[config.mk]
export PLATFORM = sky130hd
export DESIGN_NAME = skit_seq_flat
export DESIGN_NICKNAME = d
export VERILOG_FILES = /design/src/design/skit_pkg.sv /design/src/design/skit_if.sv /design/src/design/skit_seq.sv /design/src/flat_wrapper.sv
export VERILOG_INCLUDE_DIRS = /design/src /design/src/design
export SDC_FILE = /design/constraint.sdc
export NUM_CORES = 1
export LEC_CHECK = 0
export BUFFER_PORTS_ARGS = -buffer_cell sky130_fd_sc_hd__buf_4
export CAP_MARGIN = 20
export CELL_PAD_IN_SITES_DETAIL_PLACEMENT = 1
export CELL_PAD_IN_SITES_GLOBAL_PLACEMENT = 2
export CORE_MARGIN = 2
export CORE_UTILIZATION = 31
export CTS_BUF_LIST = sky130_fd_sc_hd__clkbuf_16
export DETAILED_ROUTE_END_ITERATION = 8
export MAX_ROUTING_LAYER = met4
export PLACE_DENSITY = 0.83
export RECOVER_POWER = 50
export SLEW_MARGIN = 20
export SYNTH_ARGS = -nofsm -noshare
export SYNTH_HDL_FRONTEND = slang
export SYNTH_SLANG_ARGS = --single-unit
[constraint.sdc]
create_clock -name clk -period 3.6 [get_ports clk]
set_input_delay 0.18 -clock clk [delete_from_list [all_inputs] [get_ports clk]]
set_output_delay 0.18 -clock clk [all_outputs]
set_load 0.005 [all_outputs]
[src/design/sorted_key_index_table_assert.svh]
// Assertion macros for the sorted key index table.
`ifndef SORTED_KEY_INDEX_TABLE_ASSERT_SVH
`define SORTED_KEY_INDEX_TABLE_ASSERT_SVH

// Property checked at every clock edge outside reset.
`define SKIT_ASSERT(label, prop, msg) \
    label: assert property (@(posedge clk) disable iff (!rst_n) (prop)) else $error(msg);

// Antecedent in one cycle implies consequent in the next.
`define SKIT_ASSERT_NEXT(label, ante, cons, msg) \
    label: assert property (@(posedge clk) disable iff (!rst_n) (ante) |=> (cons)) \
        else $error(msg);

`endif

[src/design/skit_pkg.sv]
// Shared types and constants of the sorted key index table.
package skit_pkg;

    localparam int MAX_ENTRIES_DEF = 64;

    localparam int KEY_W  = 64;
    localparam int REC_W  = 32;
    localparam int KCNT_W = 7;
    localparam int CMD_W  = 3;
    localparam int STAT_W = 2;

    localparam logic [CMD_W-1:0] CMD_INSERT = 3'd0;
    localparam logic [CMD_W-1:0] CMD_REMOVE = 3'd1;
    localparam logic [CMD_W-1:0] CMD_MODIFY = 3'd2;
    localparam logic [CMD_W-1:0] CMD_SEARCH = 3'd3;
    localparam logic [CMD_W-1:0] CMD_FIRST  = 3'd4;
    localparam logic [CMD_W-1:0] CMD_NEXT   = 3'd5;

    localparam logic [STAT_W-1:0] STAT_OK       = 2'd0;
    localparam logic [STAT_W-1:0] STAT_NOTFOUND = 2'd1;
    localparam logic [STAT_W-1:0] STAT_DUP      = 2'd2;
    localparam logic [STAT_W-1:0] STAT_FULL     = 2'd3;

    typedef enum logic [3:0] {
        S_IDLE,
        S_SRCH,
        S_CMP,
        S_CHK,
        S_EQ,
        S_SHIFT,
        S_INS_WR,
        S_NAV,
        S_NAVW,
        S_RESP
    } skit_state_t;

    // write enables of the key and record-address memories
    typedef struct packed {
        logic key;
        logic rec;
    } skit_wen_t;

endpackage

[src/design/skit_if.sv]
// Channel interfaces: command, response and configuration write.
interface skit_cmd_if;
    logic                           valid;
    logic                           ready;
    logic [skit_pkg::CMD_W-1:0]     cmd;
    logic [skit_pkg::KEY_W-1:0]     key;
    logic [skit_pkg::REC_W-1:0]     rec_addr;

    modport source (output valid, output cmd, output key, output rec_addr, input ready);
    modport sink   (input valid, input cmd, input key, input rec_addr, output ready);
endinterface

interface skit_rsp_if;
    logic                           valid;
    logic                           ready;
    logic [skit_pkg::STAT_W-1:0]    status;
    logic [skit_pkg::REC_W-1:0]     found_addr;
    logic [skit_pkg::KCNT_W-1:0]    key_count;

    modport source (output valid, output status, output found_addr, output key_count,
                    input ready);
    modport sink   (input valid, input status, input found_addr, input key_count,
                    output ready);
endinterface

interface skit_cfg_if;
    logic valid;
    logic ready;
    logic unique_keys;

    modport source (output valid, output unique_keys, input ready);
    modport sink   (input valid, input unique_keys, output ready);
endinterface

[src/design/skit_seq.sv]
// Command sequencer: binary search, entry shift, cursor navigation and response register.
`include "sorted_key_index_table_assert.svh"

module skit_seq #(
    parameter int MAX_ENTRIES = skit_pkg::MAX_ENTRIES_DEF,
    localparam int IDX_W = (MAX_ENTRIES > 1) ? $clog2(MAX_ENTRIES) : 1,
    localparam int CNT_W = $clog2(MAX_ENTRIES + 1)
) (
    input  logic                       clk,
    input  logic                       rst_n,
    skit_cmd_if.sink                   req,
    skit_rsp_if.source                 rsp,
    skit_cfg_if.sink                   cfg,
    output logic [IDX_W-1:0]           rd_addr,
    input  logic [skit_pkg::KEY_W-1:0] rd_key,
    input  logic [skit_pkg::REC_W-1:0] rd_rec,
    output skit_pkg::skit_wen_t        wen,
    output logic [IDX_W-1:0]           wr_addr,
    output logic [skit_pkg::KEY_W-1:0] wr_key,
    output logic [skit_pkg::REC_W-1:0] wr_rec
);

    localparam logic [CNT_W-1:0] MAX_CNT = CNT_W'(MAX_ENTRIES);

    skit_pkg::skit_state_t state_reg, state_next;

    logic [skit_pkg::CMD_W-1:0]  cmd_reg, cmd_next;
    logic [skit_pkg::KEY_W-1:0]  key_reg, key_next;
    logic [skit_pkg::REC_W-1:0]  rec_reg, rec_next;
    logic [CNT_W-1:0]            lo_reg, lo_next;
    logic [CNT_W-1:0]            hi_reg, hi_next;
    logic [CNT_W-1:0]            mid_reg, mid_next;
    logic [IDX_W-1:0]            src_reg, src_next;
    logic [CNT_W-1:0]            rem_reg, rem_next;
    logic                        up_reg, up_next;
    logic                        pend_reg, pend_next;
    logic [IDX_W-1:0]            pend_dst_reg, pend_dst_next;
    logic [CNT_W-1:0]            count_reg, count_next;
    logic [IDX_W-1:0]            cursor_reg, cursor_next;
    logic [skit_pkg::STAT_W-1:0] status_reg, status_next;
    logic [skit_pkg::REC_W-1:0]  fa_reg, fa_next;
    logic                        unique_reg, unique_next;
    logic                        rsp_valid_reg, rsp_valid_next;
    logic [skit_pkg::STAT_W-1:0] rsp_status_reg, rsp_status_next;
    logic [skit_pkg::REC_W-1:0]  rsp_fa_reg, rsp_fa_next;
    logic [skit_pkg::KCNT_W-1:0] rsp_count_reg, rsp_count_next;

    // shared compare unit and helpers
    logic             key_lt, key_eq;
    logic [CNT_W-1:0] mid_c;
    logic             lo_in;
    logic             decide;
    logic             hit_c;
    logic             full_c;
    logic             dup_c;
    logic [CNT_W-1:0] nxt_c;
    logic [IDX_W-1:0] nav_idx;
    logic             rsp_free;
    logic             lo_shift;

    assign key_lt   = rd_key < key_reg;
    assign key_eq   = rd_key == key_reg;
    assign mid_c    = lo_reg + ((hi_reg - lo_reg) >> 1);
    assign lo_in    = lo_reg < count_reg;
    assign decide   = ((state_reg == skit_pkg::S_CHK) && !lo_in)
                      || (state_reg == skit_pkg::S_EQ);
    assign hit_c    = (state_reg == skit_pkg::S_EQ) && key_eq;
    assign full_c   = count_reg >= MAX_CNT;
    assign dup_c    = unique_reg && hit_c;
    assign nxt_c    = CNT_W'(cursor_reg) + CNT_W'(1);
    assign nav_idx  = (nxt_c >= count_reg) ? '0 : nxt_c[IDX_W-1:0];
    assign rsp_free = !rsp_valid_reg || rsp.ready;
    // the decision opens a shift pass
    assign lo_shift = decide
                      && (((cmd_reg == skit_pkg::CMD_INSERT) && !dup_c && !full_c)
                          || ((cmd_reg == skit_pkg::CMD_REMOVE) && hit_c));

    assign req.ready      = state_reg == skit_pkg::S_IDLE;
    assign cfg.ready      = 1'b1;
    assign rsp.valid      = rsp_valid_reg;
    assign rsp.status     = rsp_status_reg;
    assign rsp.found_addr = rsp_fa_reg;
    assign rsp.key_count  = rsp_count_reg;

    // next state
    always_comb
    begin
        state_next = state_reg;
        case (state_reg)
            skit_pkg::S_IDLE:
            begin
                if (req.valid)
                begin
                    if (req.cmd inside {skit_pkg::CMD_INSERT, skit_pkg::CMD_REMOVE,
                                        skit_pkg::CMD_MODIFY, skit_pkg::CMD_SEARCH})
                    begin
                        state_next = skit_pkg::S_SRCH;
                    end
                    else
                    begin
                        state_next = skit_pkg::S_NAV;
                    end
                end
            end
            skit_pkg::S_SRCH:
            begin
                state_next = (lo_reg < hi_reg) ? skit_pkg::S_CMP : skit_pkg::S_CHK;
            end
            skit_pkg::S_CMP:
            begin
                state_next = skit_pkg::S_SRCH;
            end
            skit_pkg::S_CHK, skit_pkg::S_EQ:
            begin
                if ((state_reg == skit_pkg::S_CHK) && lo_in)
                begin
                    state_next = skit_pkg::S_EQ;
                end
                else
                begin
                    state_next = lo_shift ? skit_pkg::S_SHIFT : skit_pkg::S_RESP;
                end
            end
            skit_pkg::S_SHIFT:
            begin
                if (rem_reg == '0)
                begin
                    state_next = up_reg ? skit_pkg::S_INS_WR : skit_pkg::S_RESP;
                end
            end
            skit_pkg::S_INS_WR:
            begin
                state_next = skit_pkg::S_RESP;
            end
            skit_pkg::S_NAV:
            begin
                if (((cmd_reg == skit_pkg::CMD_FIRST) || (cmd_reg == skit_pkg::CMD_NEXT))
                    && (count_reg != '0))
                begin
                    state_next = skit_pkg::S_NAVW;
                end
                else
                begin
                    state_next = skit_pkg::S_RESP;
                end
            end
            skit_pkg::S_NAVW:
            begin
                state_next = skit_pkg::S_RESP;
            end
            skit_pkg::S_RESP:
            begin
                if (rsp_free)
                begin
                    state_next = skit_pkg::S_IDLE;
                end
            end
            default:
            begin
                state_next = skit_pkg::S_IDLE;
            end
        endcase
    end

    // datapath and memory controls
    always_comb
    begin
        cmd_next        = cmd_reg;
        key_next        = key_reg;
        rec_next        = rec_reg;
        lo_next         = lo_reg;
        hi_next         = hi_reg;
        mid_next        = mid_reg;
        src_next        = src_reg;
        rem_next        = rem_reg;
        up_next         = up_reg;
        pend_next       = pend_reg;
        pend_dst_next   = pend_dst_reg;
        count_next      = count_reg;
        cursor_next     = cursor_reg;
        status_next     = status_reg;
        fa_next         = fa_reg;
        unique_next     = cfg.valid ? cfg.unique_keys : unique_reg;
        rsp_valid_next  = rsp_valid_reg && !rsp.ready;
        rsp_status_next = rsp_status_reg;
        rsp_fa_next     = rsp_fa_reg;
        rsp_count_next  = rsp_count_reg;
        rd_addr         = src_reg;
        wen             = '0;
        wr_addr         = lo_reg[IDX_W-1:0];
        wr_key          = key_reg;
        wr_rec          = rec_reg;

        case (state_reg)
            skit_pkg::S_IDLE:
            begin
                if (req.valid)
                begin
                    cmd_next    = req.cmd;
                    key_next    = req.key;
                    rec_next    = req.rec_addr;
                    lo_next     = '0;
                    hi_next     = count_reg;
                    fa_next     = '0;
                    status_next = skit_pkg::STAT_NOTFOUND;
                end
            end
            skit_pkg::S_SRCH:
            begin
                mid_next = mid_c;
                rd_addr  = mid_c[IDX_W-1:0];
            end
            skit_pkg::S_CMP:
            begin
                if (key_lt)
                begin
                    lo_next = mid_reg + CNT_W'(1);
                end
                else
                begin
                    hi_next = mid_reg;
                end
            end
            skit_pkg::S_CHK:
            begin
                rd_addr = lo_reg[IDX_W-1:0];
            end
            skit_pkg::S_SHIFT:
            begin
                // write the entry read last cycle, read the next source
                if (pend_reg)
                begin
                    wen     = '1;
                    wr_addr = pend_dst_reg;
                    wr_key  = rd_key;
                    wr_rec  = rd_rec;
                end
                if (rem_reg != '0)
                begin
                    rd_addr       = src_reg;
                    pend_next     = 1'b1;
                    pend_dst_next = up_reg ? src_reg + IDX_W'(1) : src_reg - IDX_W'(1);
                    src_next      = up_reg ? src_reg - IDX_W'(1) : src_reg + IDX_W'(1);
                    rem_next      = rem_reg - CNT_W'(1);
                end
                else
                begin
                    pend_next = 1'b0;
                end
            end
            skit_pkg::S_INS_WR:
            begin
                wen         = '1;
                count_next  = count_reg + CNT_W'(1);
                status_next = skit_pkg::STAT_OK;
            end
            skit_pkg::S_NAV:
            begin
                case (cmd_reg)
                    skit_pkg::CMD_FIRST:
                    begin
                        cursor_next = '0;
                        rd_addr     = '0;
                    end
                    skit_pkg::CMD_NEXT:
                    begin
                        cursor_next = (count_reg == '0) ? '0 : nav_idx;
                        rd_addr     = nav_idx;
                    end
                    default:
                    begin
                        cursor_next = cursor_reg;
                    end
                endcase
            end
            skit_pkg::S_NAVW:
            begin
                fa_next     = rd_rec;
                status_next = skit_pkg::STAT_OK;
            end
            skit_pkg::S_RESP:
            begin
                if (rsp_free)
                begin
                    rsp_valid_next  = 1'b1;
                    rsp_status_next = status_reg;
                    rsp_fa_next     = fa_reg;
                    rsp_count_next  = skit_pkg::KCNT_W'(count_reg);
                end
            end
            default:
            begin
                rd_addr = src_reg;
            end
        endcase

        // outcome of the search for insert, remove, modify and search
        if (decide)
        begin
            case (cmd_reg)
                skit_pkg::CMD_INSERT:
                begin
                    if (dup_c)
                    begin
                        status_next = skit_pkg::STAT_DUP;
                    end
                    else if (full_c)
                    begin
                        status_next = skit_pkg::STAT_FULL;
                    end
                    else
                    begin
                        rem_next  = count_reg - lo_reg;
                        src_next  = IDX_W'(count_reg - CNT_W'(1));
                        up_next   = 1'b1;
                        pend_next = 1'b0;
                    end
                end
                skit_pkg::CMD_REMOVE:
                begin
                    if (hit_c)
                    begin
                        rem_next    = count_reg - lo_reg - CNT_W'(1);
                        src_next    = IDX_W'(lo_reg + CNT_W'(1));
                        up_next     = 1'b0;
                        pend_next   = 1'b0;
                        count_next  = count_reg - CNT_W'(1);
                        status_next = skit_pkg::STAT_OK;
                    end
                end
                skit_pkg::CMD_MODIFY:
                begin
                    if (hit_c)
                    begin
                        wen.rec     = 1'b1;
                        status_next = skit_pkg::STAT_OK;
                    end
                end
                skit_pkg::CMD_SEARCH:
                begin
                    if (hit_c)
                    begin
                        fa_next     = rd_rec;
                        status_next = skit_pkg::STAT_OK;
                    end
                end
                default:
                begin
                    status_next = status_reg;
                end
            endcase
        end
    end

    always_ff @(posedge clk or negedge rst_n)
    begin
        if (!rst_n)
        begin
            state_reg     <= skit_pkg::S_IDLE;
            count_reg     <= '0;
            cursor_reg    <= '0;
            unique_reg    <= 1'b1;
            pend_reg      <= 1'b0;
            rsp_valid_reg <= 1'b0;
        end
        else
        begin
            state_reg     <= state_next;
            count_reg     <= count_next;
            cursor_reg    <= cursor_next;
            unique_reg    <= unique_next;
            pend_reg      <= pend_next;
            rsp_valid_reg <= rsp_valid_next;
        end
    end

    always_ff @(posedge clk)
    begin
        cmd_reg        <= cmd_next;
        key_reg        <= key_next;
        rec_reg        <= rec_next;
        lo_reg         <= lo_next;
        hi_reg         <= hi_next;
        mid_reg        <= mid_next;
        src_reg        <= src_next;
        rem_reg        <= rem_next;
        up_reg         <= up_next;
        pend_dst_reg   <= pend_dst_next;
        status_reg     <= status_next;
        fa_reg         <= fa_next;
        rsp_status_reg <= rsp_status_next;
        rsp_fa_reg     <= rsp_fa_next;
        rsp_count_reg  <= rsp_count_next;
    end

    `SKIT_ASSERT(a_count_max, count_reg <= MAX_CNT, "entry count above table size")
    `SKIT_ASSERT(a_key_wr_state,
        !wen.key || (state_reg == skit_pkg::S_SHIFT) || (state_reg == skit_pkg::S_INS_WR),
        "key memory written outside shift or insert")
    `SKIT_ASSERT(a_fa_zero,
        !rsp_valid_reg || (rsp_status_reg == skit_pkg::STAT_OK) || (rsp_fa_reg == '0),
        "found address not zero on failed command")
    `SKIT_ASSERT_NEXT(a_busy_after_accept, req.valid && req.ready,
        state_reg != skit_pkg::S_IDLE, "sequencer idle right after a command transfer")
    `SKIT_ASSERT_NEXT(a_shift_to_insert,
        (state_reg == skit_pkg::S_SHIFT) && (rem_reg == '0) && up_reg,
        state_reg == skit_pkg::S_INS_WR, "insert shift did not end in the new entry write")

endmodule

[src/flat_wrapper.sv]
// flat-port wrapper written by rule: the top's interface ports become plain ports
module skit_seq_flat 
#(
    parameter int MAX_ENTRIES = skit_pkg::MAX_ENTRIES_DEF,
    localparam int IDX_W = (MAX_ENTRIES > 1) ? $clog2(MAX_ENTRIES) : 1,
    localparam int CNT_W = $clog2(MAX_ENTRIES + 1)
)
  (clk, rst_n, rd_addr, rd_key, rd_rec, wen, wr_addr, wr_key, wr_rec, req_valid, req_cmd, req_key, req_rec_addr, req_ready, rsp_valid, rsp_status, rsp_found_addr, rsp_key_count, rsp_ready, cfg_valid, cfg_unique_keys, cfg_ready);
  skit_cmd_if req_i ();
  skit_rsp_if rsp_i ();
  skit_cfg_if cfg_i ();
  input  logic clk;
  input  logic rst_n;
  output logic [IDX_W-1:0] rd_addr;
  input  logic [skit_pkg::KEY_W-1:0] rd_key;
  input  logic [skit_pkg::REC_W-1:0] rd_rec;
  output skit_pkg::skit_wen_t wen;
  output logic [IDX_W-1:0] wr_addr;
  output logic [skit_pkg::KEY_W-1:0] wr_key;
  output logic [skit_pkg::REC_W-1:0] wr_rec;
  input wire logic [$bits(req_i.valid)-1:0] req_valid;
  input wire logic [$bits(req_i.cmd)-1:0] req_cmd;
  input wire logic [$bits(req_i.key)-1:0] req_key;
  input wire logic [$bits(req_i.rec_addr)-1:0] req_rec_addr;
  output wire logic [$bits(req_i.ready)-1:0] req_ready;
  output wire logic [$bits(rsp_i.valid)-1:0] rsp_valid;
  output wire logic [$bits(rsp_i.status)-1:0] rsp_status;
  output wire logic [$bits(rsp_i.found_addr)-1:0] rsp_found_addr;
  output wire logic [$bits(rsp_i.key_count)-1:0] rsp_key_count;
  input wire logic [$bits(rsp_i.ready)-1:0] rsp_ready;
  input wire logic [$bits(cfg_i.valid)-1:0] cfg_valid;
  input wire logic [$bits(cfg_i.unique_keys)-1:0] cfg_unique_keys;
  output wire logic [$bits(cfg_i.ready)-1:0] cfg_ready;
  assign req_i.valid = req_valid;
  assign req_i.cmd = req_cmd;
  assign req_i.key = req_key;
  assign req_i.rec_addr = req_rec_addr;
  assign req_ready = req_i.ready;
  assign rsp_valid = rsp_i.valid;
  assign rsp_status = rsp_i.status;
  assign rsp_found_addr = rsp_i.found_addr;
  assign rsp_key_count = rsp_i.key_count;
  assign rsp_i.ready = rsp_ready;
  assign cfg_i.valid = cfg_valid;
  assign cfg_i.unique_keys = cfg_unique_keys;
  assign cfg_ready = cfg_i.ready;
  skit_seq #(.MAX_ENTRIES(MAX_ENTRIES)) u_core (.clk(clk), .rst_n(rst_n), .req(req_i), .rsp(rsp_i), .cfg(cfg_i), .rd_addr(rd_addr), .rd_key(rd_key), .rd_rec(rd_rec), .wen(wen), .wr_addr(wr_addr), .wr_key(wr_key), .wr_rec(wr_rec));
endmodule
==> results of run 1 <==
per-stage QoR:
stage | TNS (ps) | setup slack, ps | power (W) | hold slack (ps) | cells
after detailed placement | 0 | 390 | 0.00950 | 96.1 | 1997
after floorplan | 0 | 122 | 0.00732 | -116 | 1119
final | -62.2 | -60.2 | 0.0129 | 169 | 2196
after global placement | 0 | 434 | 0.00935 | 95.7 | 1997
after CTS | -174 | -107 | 0.0128 | 17.7 | 2186
after global routing | -624 | -256 | 0.0137 | 230 | 2196
power by group through the flow:
stage               combinational, W  clock (W)  sequential [W]
floorplan                    0.00312          0         0.00420
global placement             0.00495          0         0.00440
detailed placement           0.00505          0         0.00445
CTS                          0.00537    0.00306         0.00440
global route                 0.00598    0.00317         0.00450
finish                       0.00548    0.00300         0.00443
layer usage:
| metal | GRT usage, % | vias up | share of wire (%) |
|---|---|---|---|
| met1 | 27.2 | 5433 | 42 |
| met3 | 3.74 | 100 | 4.6 |
| met2 | 38.6 | 311 | 50 |
| met5 | - | - | 0 |
| li1 | - | 5177 | - |
| met4 | 9.13 | 0 | 3.6 |
synthesized netlist by cell type (all sizes together), types with 11 or more instances:
cell | number | area (sq um)
clkbuf | 19 | 71.3
a21oi | 53 | 269
nor3 | 29 | 165
nand2 | 67 | 251
a22o | 33 | 289
xnor2 | 34 | 298
nand3 | 31 | 155
buf | 17 | 87.6
edfxtp | 170 | 5100
nor2 | 45 | 169
o21ai | 40 | 200
mux2 | 109 | 1230
nand2b | 12 | 82.6
dfrtp | 19 | 475
xor2 | 18 | 158
dfxtp | 45 | 901
ha | 101 | 1260
inv | 109 | 409
nand4 | 13 | 81.3
nor2b | 11 | 68.8
placed cells by master, fill, tap and decap left out, types with 9 or more instances in the layout:
| cell | count |
|---|---|
| a21oi_1 | 45 |
| a22o_1 | 33 |
| buf_4 | 227 |
| clkbuf_1 | 39 |
| clkbuf_16 | 29 |
| clkbuf_4 | 112 |
| dfrtp_1 | 18 |
| dfxtp_1 | 45 |
| diode_2 | 9 |
| dlygate4sd3_1 | 135 |
| edfxtp_1 | 170 |
| ha_1 | 98 |
| inv_1 | 108 |
| mux2_2 | 108 |
| nand2_1 | 66 |
| nand2b_1 | 10 |
| nand3_1 | 31 |
| nand4_1 | 13 |
| nor2_1 | 44 |
| nor2b_1 | 11 |
| nor3_1 | 22 |
| o21ai_0 | 29 |
| o21ai_1 | 10 |
| xnor2_1 | 33 |
| xor2_1 | 17 |
worst register-to-register path, cell delays in order (launching register included):
cell and delay, ps:
dfrtp_1 520, clkbuf_1 290, nand2b_1 220, nor2_1 120
clkbuf_1 360, nand2_1 90, clkbuf_1 220, inv_1 460
o21ai_0 220, xor2_1 190, nor2_1 90, a211o_1 230
kinds of logic after synthesis:
group                      after synthesis  share of synthesized area [%]
xor gates and xnor gates                52                           3.52
other                                    1                         0.0290
adders and majority gates              104                           10.2
buffers and inverters                  145                           4.39
AOI/OAI and AO/OA                      213                           11.3
muxes                                  113                           9.80
and+or+nand+nor                        256                           10.5
DFF                                    235                           50.3
area by class of cell:
cell class / count / share of cell area, %
timing repair buffer: 518 / 22.1
clock buffer: 29 / 3.88
antenna: 9 / 0.120
tap: 532 / 3.56
clock inverter: 25 / 1.28
sequential: 235 / 34.8
multi-input combinational: 739 / 32.1
inverter: 109 / 2.21
final timing paths:
| kind | start | endpoint | slack, ps | cells past startpoint |
|---|---|---|---|---|
| max in group asynchronous | rst_n | u_core.cursor_reg[0]$_DFFE_PN0P_ | 2290 | 2 |
| hold reg to reg | u_core.fa_reg[29]$_DFF_P_ | u_core.rsp.found_addr[29]$_DFFE_PP_ | 440 | 0 |
| setup reg to reg | u_core.state_reg[1]$_DFFE_PN0P_ | u_core.src_reg[3]$_DFF_P_ | 480 | 11 |
| min in group asynchronous | rst_n | u_core.count_reg[3]$_DFF_PN0_ | 430 | 2 |
| hold / removal | req_valid | u_core.state_reg[2]$_DFFE_PN0P_ | 170 | 4 |
| setup / recovery | u_core.hi_reg[1]$_DFFE_PP_ | rd_addr[4] | -60 | 13 |
timing repair:
action / in CTS / in global routing
setup buffers: 0 / 1
gates cloned: 0 / 0
hold endpoints to repair: 155 / 0
endpoints found under the setup margin: 3 / 6
hold buffers: 135 / 0
pin swaps: 11 / 8
gates resized for setup: 16 / 14
==> flow_summary.toml, run 1 <==
[synth]
async_flop_share_pct = 8.51
synth_area_per_cell_sq_um = 11.6
synth_edf_count = 170
syn_inst = 1119
ys.flop_type = "edfxtp_1"
mappedNetlistNets = 1424
ys_types = 75
synth-seq-cells = 235
netlist_area_sq_um = 12900
yosysWarnings = 0
synth_seq_area_share_pct = 50.3

[sta]
clock_skew_ps = 16.0
drv_slew = 0
slew_headroom_pct = 12.4
fin_ws_ps = -60.2
rsz0062_at_grt = "yes"
finalCritPeriodShare_pct = 102
finalHoldViolations = 0
setup_violations = 2
tightest_slew_ps = 1310
fmax_mhz = 273
period_minus_slack_ps = 3660

[layout]
nFillCells = 4405
drive_gt1_share_pct = 32.9
fin_nets = 1937
final_util_pct = 45.6
area_growth_pct = 44.6
seqCellArea_sq_um = 6510
multi_input_area_sq_um = 6010
stdcell_area_sq_um = 18700
largest_reg_flops = 64

[clock_tree]
clock_sinks = 235
clkTransAtPathRegs_ps = 70
cts_max_path_buffers = 3
cts_max_level = 1
clock_latency_ps = 580
root_buffer = "clkbuf_16"
cts_tree = "done"
cts_inserted_buffers = 29

[floorplanning]
die_h_microns = 208
rows = 74
dieArea_sq_um = 43400
core_sq_um = 41000
ios = 355
die_w_microns = 208
start_util_pct = 31.5

[critical_path]
crit_fanout = 3
worstSetupPathType = "reg -> out"
end_kind = "primary output"
critPathBufInv = 1
cp_cell_sequence = "ha_1, nor2b_1, o21ai_1, and3_1, nor2_1, ha_1, a21o_1, a21oi_2, xnor2_1, a221o_1, a221oi_2, nor2_1, buf_4"
cp_top_family = "compound AO/OA/AOI/OAI gates"
slowest_delay_ps = 430
required_ps = 3420
arrival_ps = 3480
start_kind = "flip-flop"
slowest_stage = "edfxtp_1"

[pwr]
power.share.clock_pct = 23.2
leakagePower_nw = 7.94
seqPwrFrac_pct = 34.3
p_per_area_nw_per_um2 = 690
p_int_w = 0.00810
pwr-share-comb_pct = 42.5
p_sw_w = 0.00481
swShare_pct = 37.3
irDropWorstVdd_mv = 0.351

[drt]
drt_iter0_drc = 576
drt-total-wl_microns = 49000
drt_pre_antenna_iters = 5
ant_nets = 0
drc = 0
vias_per_cell = 5.02
routedWlPerCell_microns = 22.3
vias = 11021

[place]
place_congestion = 0.884
placed_cell_area_sq_um = 16400
port_buffers = 353
hpwlAfterDp_microns = 35500

[global_route]
antenna_found_initial = 9
grt_first_pass_wirelength_microns = 73900
gr-usage-all-layers_pct = 22.9
overflow = 0
grt_pass1_vias = 11975
grt_max_degree = 75

[job]
max_cap_viol_count = 0

[worst_hold_path]
hold_path.class = "in -> reg"

[outcome]
violations = "negative setup slack"
outcome = "finished, violations left"
Note: power is estimated with default switching activity, not from simulation.
==> run 2, diff against run 1 <==
clock period = 3.21 ns   (was 3.6 ns; I/O delays follow)
==> flow_summary.toml, run 2 (synthesis results as in run 1) <==
[critical_path]
worstSetupPathType = "reg -> out"
arrival_ps = 3470
reg2reg_from = "u_core.count_reg[0]$_DFF_PN0_"
r2r_setup_slack_ps = 110
rr_endpoint = "u_core.cursor_reg[2]$_DFFE_PN0P_"
path_common_cell = "inv_1"
cp_cell_sequence = "inv_1, ha_2, inv_2, fa_2, buf_4, xor2_2, inv_1, fa_2, inv_1, a21o_1, a21oi_2, xnor2_2, a221o_1, a221oi_2, nor2_1, buf_4"
slowest_stage = "fa_2"
crit_fanout = 2
end_kind = "primary output"
rr_worst_depth = 10
start_kind = "flip-flop"
slowest_delay_ps = 370
required_ps = 3050
cp_top_family = "adder cells"
critPathBufInv = 6

[drt]
drt_pre_antenna_iters = 5
drt_iter0_drc = 484
routedWlPerCell_microns = 22.2
ant_nets = 0
drt-total-wl_microns = 49400
vias = 11271
vias_per_cell = 5.06
drc = 0

[outcome]
violations = "negative setup slack"
outcome = "finished, violations left"

[sta]
clock_skew_ps = 27.7
fmax_mhz = 276
tightest_slew_ps = 1380
fin_ws_ps = -416
drv_slew = 0
period_minus_slack_ps = 3630
fin_hold_ws_ps = 160
setup_violations = 102
tns_ps = -7330
finalCritPeriodShare_pct = 113
finalHoldViolations = 0
slew_headroom_pct = 7.76
rsz0062_at_grt = "yes"

[layout]
fin_cells = 2228
final_util_pct = 46.7
layout_commonest_cell = "buf_4"
largest_reg_flops = 64
stdcell_area_sq_um = 19200
n_antenna_cell = 0
drive_gt1_share_pct = 35.7
area_growth_pct = 48.2
most-common-layout-cells = "262 x buf_4, 170 x edfxtp_1, 135 x dlygate4sd3_1"
nFillCells = 4405
fin_nets = 1977

[global_route]
grt_max_degree = 98
gr-usage-all-layers_pct = 22.8
grt_pass1_vias = 12247
grt_first_pass_wirelength_microns = 74500
antenna_found_initial = 0
overflow = 0

[floorplanning]
die_h_microns = 208
start_util_pct = 31.5
core_sq_um = 41000
dieArea_sq_um = 43400
die_w_microns = 208
rows = 74
ios = 355

[place]
placed_cell_area_sq_um = 16500
hpwlAfterDp_microns = 34600
place_congestion = 0.922
dpl.cell_count = 2010
port_buffers = 353

[pwr]
leakagePower_nw = 8.15
p_per_area_nw_per_um2 = 769
irDropWorstVdd_mv = 0.410

[clock_tree]
cts_tree = "done"
clock_sinks = 235
cts_max_level = 1
clock_latency_ps = 590
root_buffer = "clkbuf_16"
cts_inserted_buffers = 30
cts_max_path_buffers = 3
clkTransAtPathRegs_ps = 60

[job]
max_cap_viol_count = 0

[worst_hold_path]
min_to = "u_core.state_reg[2]$_DFFE_PN0P_"
hp-start = "req_valid"
hold_depth = 4
hold_path.class = "in -> reg"
==> run 2: worst reg2reg max path, stage by stage, from the launching register on <==
cell	delay, ps
dfrtp_1	340
clkbuf_1	480
ha_1	340
nand2b_1	140
a21oi_1	160
o21ai_1	90
a221o_1	400
buf_4	170
or4b_4	590
nor3b_1	220
a21o_1	100
==> run 2: where the power goes <==
group / total [W] / switching (W) / internal, W
logic: 0.00636 / 0.00334 / 0.00302
registers: 0.00494 / 0.000627 / 0.00431
clock network: 0.00344 / 0.00148 / 0.00196
==> run 2: worst max path at each step <==
stage	startpoint	to	slack, ps	cells after the start
after CTS	u_core.hi_reg[0]$_DFFE_PP_	rd_addr[5]	-420	17
final	u_core.hi_reg[0]$_DFFE_PP_	rd_addr[4]	-420	16
after global routing	u_core.hi_reg[0]$_DFFE_PP_	rd_addr[5]	-600	17
after floorplan	u_core.lo_reg[1]$_SDFFCE_PN0P_	rd_addr[4]	260	13
after global placement	u_core.hi_reg[0]$_DFFE_PP_	rd_addr[5]	60	16
after detailed placement	u_core.hi_reg[0]$_DFFE_PP_	rd_addr[5]	20	16
==> run 2: layout make-up <==
class | instances | area, sq um | share of cell area, %
inverters | 109 | 410 | 2.14
flip-flops and latches | 235 | 6510 | 34.0
clock buffers | 30 | 751 | 3.92
clock inverters | 26 | 250 | 1.31
repair buffers | 557 | 4430 | 23.1
multi-input cells | 739 | 6150 | 32.1
well taps | 532 | 666 | 3.47
==> run 2: stage by stage <==
| step | setup slack [ps] | power, W |
|---|---|---|
| 3_5_place_dp | 20.6 | 0.0107 |
| 4_1_cts | -418 | 0.0146 |
| 5_1_grt | -595 | 0.0156 |
| 2_1_floorplan | 260 | 0.00821 |
| 3_3_place_gp | 60.3 | 0.0105 |
| 6_report | -416 | 0.0147 |
==> run 2: timing repair <==
item,4_1_cts,5_1_grt
endpoints found under the setup margin,6,108
hold buffers,135,0
setup buffers,19,8
gates resized for setup,26,37
pin swaps,15,23
endpoints found under the hold margin,155,0
==> run 2: metal layers <==
metal	global-route usage [%]	routed length, microns	vias to the layer above
li1	-	-	5238
met3	3.34	2170	90
met5	-	0	-
met1	26.7	20600	5631
met4	6.62	1460	0
met2	40.4	25200	312
